File: config.mk
export PLATFORM = sky130hd
export DESIGN_NAME = parameter_table_priority_match
export DESIGN_NICKNAME = d
export VERILOG_FILES = /design/src/rtl/core/ptpm_pkg.sv /design/src/rtl/core/parameter_table_priority_match.sv /design/src/rtl/core/ptpm_store.sv /design/src/rtl/core/ptpm_cmp.sv
export SDC_FILE = /design/constraint.sdc
export NUM_CORES = 2
export LEC_CHECK = 0
export BUFFER_PORTS_ARGS = -buffer_cell sky130_fd_sc_hd__buf_2
export CAP_MARGIN = 10
export CORE_MARGIN = 3
export CORE_UTILIZATION = 35
export DETAILED_ROUTE_END_ITERATION = 8
export SETUP_SLACK_MARGIN = 0.15
export SYNTH_ARGS = -nofsm -noshare
export SYNTH_HDL_FRONTEND = slang
export SYNTH_HIERARCHICAL = 1
export SYNTH_SLANG_ARGS = --single-unit
export TNS_END_PERCENT = 50
File: constraint.sdc
create_clock -name clk -period 7.9 [get_ports clk]
set_input_delay 0.395 -clock clk [delete_from_list [all_inputs] [get_ports clk]]
set_output_delay 0.395 -clock clk [all_outputs]
set_load 0.05 [all_outputs]
File: src/rtl/core/ptpm_pkg.sv
// Shared types and codes for the parameter table priority match block.
package ptpm_pkg;

  // Width of the packed input fields (without padding) and padded bus widths.
  localparam int IN_FLD_W    = 75;
  localparam int IN_TDATA_W  = 80;
  localparam int OUT_TDATA_W = 8;
  localparam int IDX_OUT_W   = 6;

  // Item mode, carried on in_tuser.
  localparam logic MODE_LOAD  = 1'b0;
  localparam logic MODE_QUERY = 1'b1;

  // Result status, carried on out_tuser.
  localparam logic [1:0] STAT_STORED = 2'd0;
  localparam logic [1:0] STAT_FULL   = 2'd1;
  localparam logic [1:0] STAT_MATCH  = 2'd2;
  localparam logic [1:0] STAT_NONE   = 2'd3;

  // Match kinds.
  localparam logic [1:0] KIND_NONE    = 2'd0;
  localparam logic [1:0] KIND_PARTIAL = 2'd1;
  localparam logic [1:0] KIND_EXACT   = 2'd2;

  // One stored table entry (64 bits).
  typedef struct packed {
    logic [7:0]  disc;
    logic [7:0]  cat;
    logic [7:0]  num;
    logic [7:0]  vlo;
    logic [7:0]  vhi;
    logic [15:0] center;
    logic [7:0]  lcl;
  } entry_t;

  // Query held for the length of a scan.
  typedef struct packed {
    logic [7:0]  disc;
    logic [7:0]  cat;
    logic [7:0]  num;
    logic [7:0]  qver;
    logic [15:0] center;
    logic [7:0]  lcl;
    logic        vg;
    logic        cg;
    logic        lg;
  } query_t;

  typedef enum logic [2:0] {
    ST_IDLE,
    ST_LOAD,
    ST_SCAN1,
    ST_SCAN2,
    ST_FINISH
  } state_t;

endpackage

File: src/rtl/core/parameter_table_priority_match.sv
// Parameter table with priority match: top level, sequencer and output register.
//
// Keeps up to TABLE_DEPTH parameter entries and answers lookups against them.
// A load transfer (in_tuser = 0) appends an entry and answers one result with
// status 0, or status 1 if the table is already full. A query transfer
// (in_tuser = 1) is compared against every stored entry with keys equal to
// the query's discipline, category and number. Exact matches are reported
// one transfer each, in table order; if there are none, partial matches are
// reported instead; if there are neither, a single status 3 result is given.
// out_tlast marks the final result of each item.
// A load passes through the LOAD state. For a query the single shared compare
// unit walks the entry memory once to look for any exact match and once more
// to report, one entry per cycle through the memory's registered read port
// while the output side does not stall, each walk ending by draining the read
// pipeline and seeing it empty. Backpressure on the result side stretches the
// second walk and the final result. in_tready is high only while no item is
// in progress; a result left waiting in the output register does not block
// the next transfer from being taken.
module parameter_table_priority_match #(
  parameter int TABLE_DEPTH = 64
) (
  input  logic                             clk,
  input  logic                             rst_n,
  // Input channel
  input  logic                             in_tvalid,
  output logic                             in_tready,
  // tdata, lowest bit up: discipline[7:0], category[15:8], param_number[23:16],
  // version_low[31:24], version_high[39:32], center_id[55:40],
  // local_table[63:56], query_version[71:64], version_given[72],
  // center_given[73], local_given[74], zero pad[79:75]
  input  logic [ptpm_pkg::IN_TDATA_W-1:0]  in_tdata,
  input  logic                             in_tuser,   // mode
  // Result channel
  output logic                             out_tvalid,
  input  logic                             out_tready,
  // tdata, lowest bit up: entry_index[5:0], match_kind[7:6]
  output logic [ptpm_pkg::OUT_TDATA_W-1:0] out_tdata,
  output logic [1:0]                       out_tuser,  // status
  output logic                             out_tlast   // is_last
);

  localparam int IW = $clog2(TABLE_DEPTH);
  localparam int CW = $clog2(TABLE_DEPTH + 1);

  // Sequencer state
  ptpm_pkg::state_t state_r, state_nxt;

  // Fill count and scan pointer
  logic [CW-1:0] cnt_r, cnt_nxt;
  logic [CW-1:0] ctr_r, ctr_nxt;

  // Read data tag: entry index whose data sits on the memory output
  logic          d_vld_r, d_vld_nxt;
  logic [IW-1:0] d_idx_r, d_idx_nxt;

  // Pass one result and the kind reported in pass two
  logic          any_exact_r, any_exact_nxt;
  logic [1:0]    want_r, want_nxt;

  // One-deep hold so the last hit can be flagged with tlast
  logic          pend_vld_r, pend_vld_nxt;
  logic [IW-1:0] pend_idx_r, pend_idx_nxt;

  // Captured input payload
  logic [ptpm_pkg::IN_FLD_W-1:0] in_data_r, in_data_nxt;

  // Output register
  logic          out_vld_r, out_vld_nxt;
  logic [1:0]    out_stat_r, out_stat_nxt;
  logic [IW-1:0] out_idx_r, out_idx_nxt;
  logic [1:0]    out_kind_r, out_kind_nxt;
  logic          out_last_r, out_last_nxt;

  // Memory and compare unit hookup
  ptpm_pkg::entry_t ld_ent;
  ptpm_pkg::query_t qry;
  ptpm_pkg::entry_t rd_ent;
  logic             wr_en;
  logic             rd_en;
  logic [1:0]       kind;

  logic acc;
  logic out_free;
  logic scanning;
  logic scan_done;
  logic issue;
  logic hit;
  logic stall;
  logic full;

  // Field unpacking from the captured payload
  assign ld_ent.disc   = in_data_r[7:0];
  assign ld_ent.cat    = in_data_r[15:8];
  assign ld_ent.num    = in_data_r[23:16];
  assign ld_ent.vlo    = in_data_r[31:24];
  assign ld_ent.vhi    = in_data_r[39:32];
  assign ld_ent.center = in_data_r[55:40];
  assign ld_ent.lcl    = in_data_r[63:56];

  assign qry.disc   = in_data_r[7:0];
  assign qry.cat    = in_data_r[15:8];
  assign qry.num    = in_data_r[23:16];
  assign qry.qver   = in_data_r[71:64];
  assign qry.center = in_data_r[55:40];
  assign qry.lcl    = in_data_r[63:56];
  assign qry.vg     = in_data_r[72];
  assign qry.cg     = in_data_r[73];
  assign qry.lg     = in_data_r[74];

  ptpm_store #(
    .DEPTH (TABLE_DEPTH),
    .IW    (IW)
  ) u_store (
    .clk     (clk),
    .wr_en   (wr_en),
    .wr_addr (cnt_r[IW-1:0]),
    .wr_data (ld_ent),
    .rd_en   (rd_en),
    .rd_addr (ctr_r[IW-1:0]),
    .rd_data (rd_ent)
  );

  ptpm_cmp u_cmp (
    .ent  (rd_ent),
    .qry  (qry),
    .kind (kind)
  );

  assign in_tready = (state_r == ptpm_pkg::ST_IDLE);
  assign acc       = in_tvalid && in_tready;
  assign out_free  = !out_vld_r || out_tready;
  assign scanning  = (state_r == ptpm_pkg::ST_SCAN1) || (state_r == ptpm_pkg::ST_SCAN2);
  assign scan_done = (ctr_r == cnt_r) && !d_vld_r;
  assign full      = (cnt_r == CW'(TABLE_DEPTH));

  // Pass two: a hit with one already held needs the output register free
  assign hit   = (state_r == ptpm_pkg::ST_SCAN2) && d_vld_r && (kind == want_r);
  assign stall = hit && pend_vld_r && !out_free;
  assign issue = scanning && !stall && (ctr_r != cnt_r);

  // Next state
  always_comb begin
    state_nxt = state_r;
    case (state_r)
      ptpm_pkg::ST_IDLE: begin
        if (acc) begin
          state_nxt = (in_tuser == ptpm_pkg::MODE_QUERY) ? ptpm_pkg::ST_SCAN1
                                                         : ptpm_pkg::ST_LOAD;
        end
      end
      ptpm_pkg::ST_LOAD: begin
        if (out_free) begin
          state_nxt = ptpm_pkg::ST_IDLE;
        end
      end
      ptpm_pkg::ST_SCAN1: begin
        if (scan_done) begin
          state_nxt = ptpm_pkg::ST_SCAN2;
        end
      end
      ptpm_pkg::ST_SCAN2: begin
        if (scan_done) begin
          state_nxt = ptpm_pkg::ST_FINISH;
        end
      end
      ptpm_pkg::ST_FINISH: begin
        if (out_free) begin
          state_nxt = ptpm_pkg::ST_IDLE;
        end
      end
      default: state_nxt = ptpm_pkg::ST_IDLE;
    endcase
  end

  // Datapath and outputs
  always_comb begin
    cnt_nxt       = cnt_r;
    ctr_nxt       = ctr_r;
    d_vld_nxt     = d_vld_r;
    d_idx_nxt     = d_idx_r;
    any_exact_nxt = any_exact_r;
    want_nxt      = want_r;
    pend_vld_nxt  = pend_vld_r;
    pend_idx_nxt  = pend_idx_r;
    in_data_nxt   = in_data_r;
    out_vld_nxt   = out_vld_r && !out_tready;
    out_stat_nxt  = out_stat_r;
    out_idx_nxt   = out_idx_r;
    out_kind_nxt  = out_kind_r;
    out_last_nxt  = out_last_r;
    wr_en         = 1'b0;
    rd_en         = issue;

    // Read pipeline advances whenever the scan is not held
    if (scanning && !stall) begin
      d_vld_nxt = issue;
      if (issue) begin
        ctr_nxt   = ctr_r + CW'(1);
        d_idx_nxt = ctr_r[IW-1:0];
      end
    end

    case (state_r)
      ptpm_pkg::ST_IDLE: begin
        if (acc) begin
          in_data_nxt   = in_tdata[ptpm_pkg::IN_FLD_W-1:0];
          ctr_nxt       = '0;
          d_vld_nxt     = 1'b0;
          any_exact_nxt = 1'b0;
          pend_vld_nxt  = 1'b0;
        end
      end
      ptpm_pkg::ST_LOAD: begin
        if (out_free) begin
          out_vld_nxt  = 1'b1;
          out_idx_nxt  = '0;
          out_kind_nxt = ptpm_pkg::KIND_NONE;
          out_last_nxt = 1'b1;
          if (full) begin
            out_stat_nxt = ptpm_pkg::STAT_FULL;
          end else begin
            out_stat_nxt = ptpm_pkg::STAT_STORED;
            wr_en        = 1'b1;
            cnt_nxt      = cnt_r + CW'(1);
          end
        end
      end
      ptpm_pkg::ST_SCAN1: begin
        if (d_vld_r && (kind == ptpm_pkg::KIND_EXACT)) begin
          any_exact_nxt = 1'b1;
        end
        if (scan_done) begin
          ctr_nxt  = '0;
          want_nxt = any_exact_r ? ptpm_pkg::KIND_EXACT : ptpm_pkg::KIND_PARTIAL;
        end
      end
      ptpm_pkg::ST_SCAN2: begin
        if (hit && !stall) begin
          // Older held hit goes out, this one is held until the next hit or the finish
          if (pend_vld_r) begin
            out_vld_nxt  = 1'b1;
            out_stat_nxt = ptpm_pkg::STAT_MATCH;
            out_idx_nxt  = pend_idx_r;
            out_kind_nxt = want_r;
            out_last_nxt = 1'b0;
          end
          pend_vld_nxt = 1'b1;
          pend_idx_nxt = d_idx_r;
        end
      end
      ptpm_pkg::ST_FINISH: begin
        if (out_free) begin
          out_vld_nxt  = 1'b1;
          out_last_nxt = 1'b1;
          pend_vld_nxt = 1'b0;
          if (pend_vld_r) begin
            out_stat_nxt = ptpm_pkg::STAT_MATCH;
            out_idx_nxt  = pend_idx_r;
            out_kind_nxt = want_r;
          end else begin
            out_stat_nxt = ptpm_pkg::STAT_NONE;
            out_idx_nxt  = '0;
            out_kind_nxt = ptpm_pkg::KIND_NONE;
          end
        end
      end
      default: begin
      end
    endcase
  end

  // Control registers
  always_ff @(posedge clk) begin
    if (!rst_n) begin
      state_r     <= ptpm_pkg::ST_IDLE;
      cnt_r       <= '0;
      ctr_r       <= '0;
      d_vld_r     <= 1'b0;
      any_exact_r <= 1'b0;
      pend_vld_r  <= 1'b0;
      out_vld_r   <= 1'b0;
    end else begin
      state_r     <= state_nxt;
      cnt_r       <= cnt_nxt;
      ctr_r       <= ctr_nxt;
      d_vld_r     <= d_vld_nxt;
      any_exact_r <= any_exact_nxt;
      pend_vld_r  <= pend_vld_nxt;
      out_vld_r   <= out_vld_nxt;
    end
  end

  // Payload registers
  always_ff @(posedge clk) begin
    d_idx_r    <= d_idx_nxt;
    want_r     <= want_nxt;
    pend_idx_r <= pend_idx_nxt;
    in_data_r  <= in_data_nxt;
    out_stat_r <= out_stat_nxt;
    out_idx_r  <= out_idx_nxt;
    out_kind_r <= out_kind_nxt;
    out_last_r <= out_last_nxt;
  end

  assign out_tvalid = out_vld_r;
  assign out_tdata  = {out_kind_r, ptpm_pkg::IDX_OUT_W'(out_idx_r)};
  assign out_tuser  = out_stat_r;
  assign out_tlast  = out_last_r;

endmodule

File: src/rtl/core/ptpm_store.sv
// Entry memory: one write port, one registered read port.
module ptpm_store #(
  parameter int DEPTH = 64,
  parameter int IW    = 6
) (
  input  logic            clk,
  input  logic            wr_en,
  input  logic [IW-1:0]   wr_addr,
  input  ptpm_pkg::entry_t wr_data,
  input  logic            rd_en,
  input  logic [IW-1:0]   rd_addr,
  output ptpm_pkg::entry_t rd_data
);

  ptpm_pkg::entry_t mem [DEPTH];
  ptpm_pkg::entry_t rd_data_r;

  always_ff @(posedge clk) begin
    if (wr_en) begin
      mem[wr_addr] <= wr_data;
    end
  end

  always_ff @(posedge clk) begin
    if (rd_en) begin
      rd_data_r <= mem[rd_addr];
    end
  end

  assign rd_data = rd_data_r;

endmodule

File: src/rtl/core/ptpm_cmp.sv
// Shared compare unit: classifies one entry against the held query.
module ptpm_cmp (
  input  ptpm_pkg::entry_t ent,
  input  ptpm_pkg::query_t qry,
  output logic [1:0]       kind
);

  logic key_ok;
  logic ver_ok;
  logic none_given;
  logic same_site;
  logic generic;

  assign key_ok     = (ent.disc == qry.disc) && (ent.cat == qry.cat) && (ent.num == qry.num);
  assign ver_ok     = !qry.vg || ((ent.vlo <= qry.qver) && (ent.vhi >= qry.qver));
  assign none_given = !qry.vg && !qry.cg && !qry.lg;
  assign same_site  = qry.cg && qry.lg && (ent.center == qry.center) && (ent.lcl == qry.lcl);
  assign generic    = (ent.center == 16'd0) && (ent.lcl == 8'd0);

  always_comb begin
    if (!key_ok) begin
      kind = ptpm_pkg::KIND_NONE;
    end else if (none_given) begin
      kind = ptpm_pkg::KIND_PARTIAL;
    end else if (ver_ok && same_site) begin
      kind = ptpm_pkg::KIND_EXACT;
    end else if (ver_ok && generic) begin
      kind = ptpm_pkg::KIND_PARTIAL;
    end else begin
      kind = ptpm_pkg::KIND_NONE;
    end
  end

endmodule

---- Word level (Yosys, flattened, before mapping) ----
Memory sizes are Yosys's and may differ from the RTL's. A register that Yosys moved wholly into a read port is not among the register bits.
Cells that the tools add are included.
storage, ports and cells
  register bits after elaboration ......... 121
  bits in latches ......................... 0
  memory bits (writable) .................. 4,096
  bits in read-only memories .............. 0
  bits of input ports ..................... 85
  output and inout bits ................... 13
  memories kept ........................... 1
operators by class
  add/sub/neg operators ................... 2
  $mul .................................... 0
  div/mod/pow operators ................... 0
  magnitude comparators ................... 2
  equal/unequal tests ..................... 23
  shift-type cells ........................ 0
  mux-type cells .......................... 57
  bitwise logic cells ..................... 1
  reduce and logical (&&, ||, !) cells .... 51
memory list
  name         depth  bits a word  read ports  clocked after memory_dff  wr ports  RTL line          RTL
  u_store.mem  64     64           1           1                         1         ptpm_store.sv:15  ptpm_pkg::entry_t mem [DEPTH];
operators by type and width
  kind                                           number
  == test 8 bit                                  4
  2-to-1 mux 6 bit                               5
  2-to-1 mux 2 bit                               14
  2-to-1 mux 7 bit                               4
  logical AND 1 bit                              22
  2-to-1 mux 1 bit                               21
  one-hot mux 6 bit (3 select lines)             1
  == test 16 bit                                 1
  logical NOT 16 bit                             1
  adder 7 x 1 -> 7 bit, second input constant    2
  one-hot mux 7 bit (2 select lines)             1
  2-to-1 mux 3 bit                               4
  one-hot mux 2 bit (3 select lines)             2
  one-hot mux 3 bit (4 select lines)             1
  AND reduction 4 bit                            3
  != test 2 bit, second input constant           5
  greater-or-equal comparator 8 bit              1
  <= comparator 8 bit                            1
  logical NOT 1 bit                              8
  logical NOT 8 bit                              1
  != test 2 x 1 -> 1 bit, second input constant  4
  AND reduction 2 bit                            4
  == test 7 bit                                  1
  == test 7 bit, second input constant           1
  other kinds (16)                               24

---- Depth between registers and ports, before layout ----
  depth after elaboration ................. 19
  depth in mapped cells ................... 13
  depth with buffers taken out ............ 12

---- Hierarchy ----
Netlist, hierarchy kept.
modules (own cells, without submodules)
  module                          instances  cells an instance  area each (µm²)  seq. area each (µm²)
  ptpm_store                      1          6,598              156,989.3        124,919.8
  parameter_table_priority_match  1          265                4,315.4          3,423.3
  ptpm_cmp                        1          123                972.2            0.0

---- Worst setup path before layout ----
Ideal clock, no wire load.
  kind .................................... reg-to-reg
  from .................................... register cnt_r[0]
  to ...................................... memory u_store/mem[48][0] (netlist bit), enable pin
  setup time .............................. 0.564 ns
  arrival ................................. 5.864 ns
  data required time ...................... 7.336 ns
  path slack .............................. 1.472 ns
  cell stages (with the launch flop) ...... 8
  cell sequence ........................... dfxtp_1 -> inv_1 -> ha_1 -> nor4b_1 -> nand3b_1 -> and2_1 -> nand4b_1 -> nor3_1
between the ends
  word-level cells in the longest chain between the ends .. 6
ends and longest elaborated chain
  element                                 RTL line                               RTL
  start, declared                         parameter_table_priority_match.sv:49   logic [CW-1:0] cnt_r, cnt_nxt;
  start signal, assigned                  parameter_table_priority_match.sv:284  cnt_r <= cnt_nxt;
  == test 7 bit                           parameter_table_priority_match.sv:134  assign full = (cnt_r == CW'(TABLE_DEPTH));
  2-to-1 mux 1 bit                        parameter_table_priority_match.sv:219  if (full) begin
  2-to-1 mux 1 bit                        parameter_table_priority_match.sv:214  if (out_free) begin
  2-to-1 mux 1 bit                        parameter_table_priority_match.sv:203  case (state_r)
  net wr_en                               parameter_table_priority_match.sv:78   logic wr_en;
  2-to-1 mux 1 bit                        ptpm_store.sv:19                       if (wr_en) begin
  2-to-1 mux 1 bit (implied by the code)  ptpm_store.sv:20                       mem[wr_addr] <= wr_data;
  end, declared                           ptpm_store.sv:15
The timed path passes the listed nets, and every way through them passes these cells.

---- Final worst setup path ----
  from .................................... register in_data_r[52] (netlist bit)
  to ...................................... register u_store/rd_data[42] (netlist name)
between the ends
  word-level cells in the longest chain between the ends .. 14
ends and longest elaborated chain
  element                         RTL line                               RTL
  start, declared                 parameter_table_priority_match.sv:65   logic [ptpm_pkg::IN_FLD_W-1:0] in_data_r, in_data_nxt;
  start signal, assigned          parameter_table_priority_match.sv:298  in_data_r <= in_data_nxt;
  == test 16 bit                  ptpm_cmp.sv:17                         assign same_site = qry.cg && qry.lg && (ent.center == qry.center) && (ent.lcl == qry.lcl);
  logical AND 1 bit (2 in a row)  ptpm_cmp.sv:17
  logical AND 1 bit               ptpm_cmp.sv:25                         end else if (ver_ok && same_site) begin
  2-to-1 mux 2 bit                ptpm_cmp.sv:25
  2-to-1 mux 2 bit                ptpm_cmp.sv:23                         end else if (none_given) begin
  2-to-1 mux 2 bit                ptpm_cmp.sv:21                         if (!key_ok) begin
  net kind[0]                     parameter_table_priority_match.sv:80   logic [1:0] kind;
  == test 2 bit                   parameter_table_priority_match.sv:137  assign hit = (state_r == ptpm_pkg::ST_SCAN2) && d_vld_r && (kind == want_r);
  logical AND 1 bit               parameter_table_priority_match.sv:137
  logical AND 1 bit (2 in a row)  parameter_table_priority_match.sv:138  assign stall = hit && pend_vld_r && !out_free;
  logical NOT 1 bit               parameter_table_priority_match.sv:139  assign issue = scanning && !stall && (ctr_r != cnt_r);
  logical AND 1 bit (2 in a row)  parameter_table_priority_match.sv:139
  net issue                       parameter_table_priority_match.sv:86   logic issue;
The timed path passes the listed nets, and every way through them passes these cells.
A chain may end at the register's enable or synchronous reset.

==> out/results.ini <==
[outcome]
status=finished clean

[power_and_ir_drop]
leakage_nw=54.7
p_int_w=0.0375
p_comb_share_pct=5.4
total_power_w=0.0477
p_sw_w=0.0102
clockPowerShare_pct=40.1
switching_share_pct=21.5
p_per_area_mw_per_mm2=257
seqPwrFrac_pct=54.5
vdd_drop_max_uv=205

[floorplan]
io_pins=98
die_w_um=687
rows=249
start_util_pct=35.2
die_y_um=687
core_area_sq_mm=0.461
dieArea_sq_mm=0.472

[placement]
routabilityCongestion=0.801
dp_hpwl_mm=239
portBuffers=92

[grt]
grt_pass1_wl_mm=642
top_usage_layer=met2
grt_usage_pct=19.3
antenna_found_initial=38
met1_usage_pct=25.4
grt_overflow=0
grt_pass1_vias=79900
grtUsageMet3_pct=3.29
grt_use_met2_pct=32.4
grt_start_max_net_pins=105

[final_layout]
multi_input_area_sq_mm=0.0326
final_nets=7553
areaGrowthSynthToFinish_pct=14.5
final_util_pct=40.3
seq_area_sq_mm=0.128
fill_cells=39900
layout-drive-gt1-share_pct=26.3

[worst_setup_path]
regToRegEndpoint=u_store/rd_data[42]
cp.arrival_ns=5.70
critPathMaxFanout=65
r2r_start=in_data_r[52]
startpoint_type=flop
r2r_cells=12
crit_type=flop to flop
crit_path_end_kind=flop
r2r_slack_ns=2.77
worst_ep_required_time_ns=8.47

[yosys]
synth_seq_area_share_pct=79.1
synth_xor_area_share_pct=0.345
synthAdderAreaFrac_pct=0.146
synth_cell_types=58
syn-num-nets=7090
mappedNetlistArea_sq_mm=0.162
synth.area.mux_share_pct=15.1
synthCells=6986
synth_top_family_by_area=multiplexers
yosys_warnings=6
syn_avg_cell_area_sq_um=23.2
ys.flop_type=edfxtp_1
synth_common_cells=edfxtp_1 (4260), mux4_2 (1024), buf_2 (173)
ys_ff_latch=4281
synth-edff-count=4260
yosysTopAreaCell=edfxtp_1
synth-compound-area-share_pct=2.57
synth.most_common_cell=edfxtp_1
async_reset_ff_share_pct=0
synthDominantCellAreaShare_pct=78.8
synthSimpleGateAreaFrac_pct=1.60
ys_top_cells_by_area=edfxtp_1 (79%), mux4_2 (14%), mux2i_1 (0.85%)

[drt]
first_pass_iters=5
num_vias=79200
dr.first_iter.drc_count=10800
wire_per_inst_um=33.0
drc=0
ant_nets=0
post_drt_via_cell_ratio=5.68
wirelength_mm=460

[clock_tree]
cts_root_buf=clkbuf_16
cts_tree=built
cts_resized=0
insertion_delay_ns=0.93
cts_setup_buffers=0
htreeDepth=5
cts.path.max_buffers=4
clkSinkCount=4281
clkTransAtPathRegs_ns=0.06
cts-buffers-inserted=406

[timing]
timing.final.crit_share_pct=65.0
max_freq_mhz=195
setup_tns_ns=0
max-slew-margin-rel_pct=13.3
finalMaxSlewViolations=0
period_needed_ns=5.13
worst_slew_pin_slew_ns=1.30
final_hold_viol_count=0
finalSetupViolCount=0
rsz0062_at_grt=false
clock_skew_ns=0.0466

[hold_path]
min_path_type=input pin to flop
holdPathEnd=in_data_r[32]
hold_depth=2
hold_start=in_tdata[32]

[flow_run]
maxCapViolations=0

layer usage:
layer	wire [um]	vias up
met5	118	-
met4	16600	18
met3	39200	763
met2	229000	3968
met1	176000	43500
li1	-	30900
critical path: stages (launching register included):
cell      delay [ns]
edfxtp_1        0.32
buf_4           0.52
xor2_1          0.19
nor4_1          0.60
nand3_1         0.45
o21ai_0         0.36
nor3_2          0.16
buf_4           0.22
xnor2_1         0.13
and4_1          0.20
a211o_1         0.43
inv_4           0.55
buf_4           0.51
stage by stage:
step / setup slack, ns / cell area (sq um) / std cells / hold slack [ns]
after CTS: 2.72 / 186000 / 13900 / 0.138
final: 2.77 / 186000 / 13900 / 0.213
after global routing: 2.57 / 186000 / 13900 / 0.173
after detailed placement: 2.71 / 172000 / 13100 / 0.415
after floorplan: 1.47 / 162000 / 6986 / 0.400
after global placement: 2.78 / 172000 / 13100 / 0.412
registers in the layout, summed over array words and instances (netlist names):
name / count
out_tuser: 2
out_idx_r: 6
cnt_r: 7
in_data_r: 75
u_store/mem: 4096
d_idx_r: 6
u_store/rd_data: 64
out_tlast: 1
out_tvalid: 1
d_vld_r: 1
state_r: 3
out_kind_r: 2
pend_idx_r: 6
want_r: 2
pend_vld_r: 1
any_exact_r: 1
ctr_r: 7
cell families (layout without fill, tap and decap cells):
logic type,Yosys count,count (layout)
DFF,4281,4281
muxes,1161,1161
AOI/OAI and AO/OA,549,549
and+or+nand+nor,500,500
buffers and inverters,412,1198
xor gates and xnor gates,64,64
adders and majority gates,19,19
other,0,28
power groups by stage:
stage          Combinational [W]  Clock, W  Sequential, W
2_1_floorplan            0.00102         0         0.0270
3_3_place_gp             0.00247         0         0.0265
3_5_place_dp             0.00257         0         0.0265
4_1_cts                  0.00261    0.0194         0.0260
5_1_grt                  0.00276    0.0203         0.0260
6_report                 0.00258    0.0191         0.0260
cell type report:
| type | instances | area share, % |
|---|---|---|
| timing repair buffer | 431 | 2.19 |
| antenna | 28 | 0.0377 |
| sequential | 4281 | 69.1 |
| tap | 6149 | 4.14 |
| clock buffer | 505 | 5.75 |
| clock inverter | 226 | 1.15 |
| inverter | 36 | 0.0768 |
| multi-input combinational | 2293 | 17.5 |
worst max-delay path by stage:
| stage | start | end | slack (ns) | cells after the start |
|---|---|---|---|---|
| detailed placement | in_data_r[52] | u_store/rd_data[43] | 2.71 | 10 |
| finish | in_data_r[52] | u_store/rd_data[42] | 2.77 | 12 |
| global route | in_data_r[52] | u_store/rd_data[59] | 2.57 | 10 |
| floorplan | cnt_r[0] | u_store/mem[48][0] | 1.47 | 7 |
| global placement | in_data_r[52] | u_store/rd_data[45] | 2.78 | 12 |
| CTS | in_data_r[52] | u_store/rd_data[42] | 2.72 | 10 |
placed cells by master (no fill, tap or decap), types with 57 or more instances in the layout:
| master | instances |
|---|---|
| o22ai_1 | 83 |
| clkbuf_16 | 411 |
| nand2_1 | 68 |
| clkbuf_1 | 89 |
| dlygate4sd3_1 | 82 |
| a22o_1 | 88 |
| buf_4 | 188 |
| mux4_2 | 1024 |
| nor2_1 | 57 |
| nand3_1 | 57 |
| and3_1 | 68 |
| clkinv_2 | 66 |
| buf_12 | 69 |
| a211oi_1 | 65 |
| mux2i_1 | 137 |
| buf_2 | 92 |
| edfxtp_1 | 4260 |
| nor2_4 | 65 |
| a22oi_1 | 168 |
| clkinv_1 | 91 |
what timing repair did:
action	CTS	global route
setup endpoints to repair	0	0
hold buffers	82	0
endpoints found under the hold margin	90	0
No activity file was read; power rests on OpenSTA's default activity.
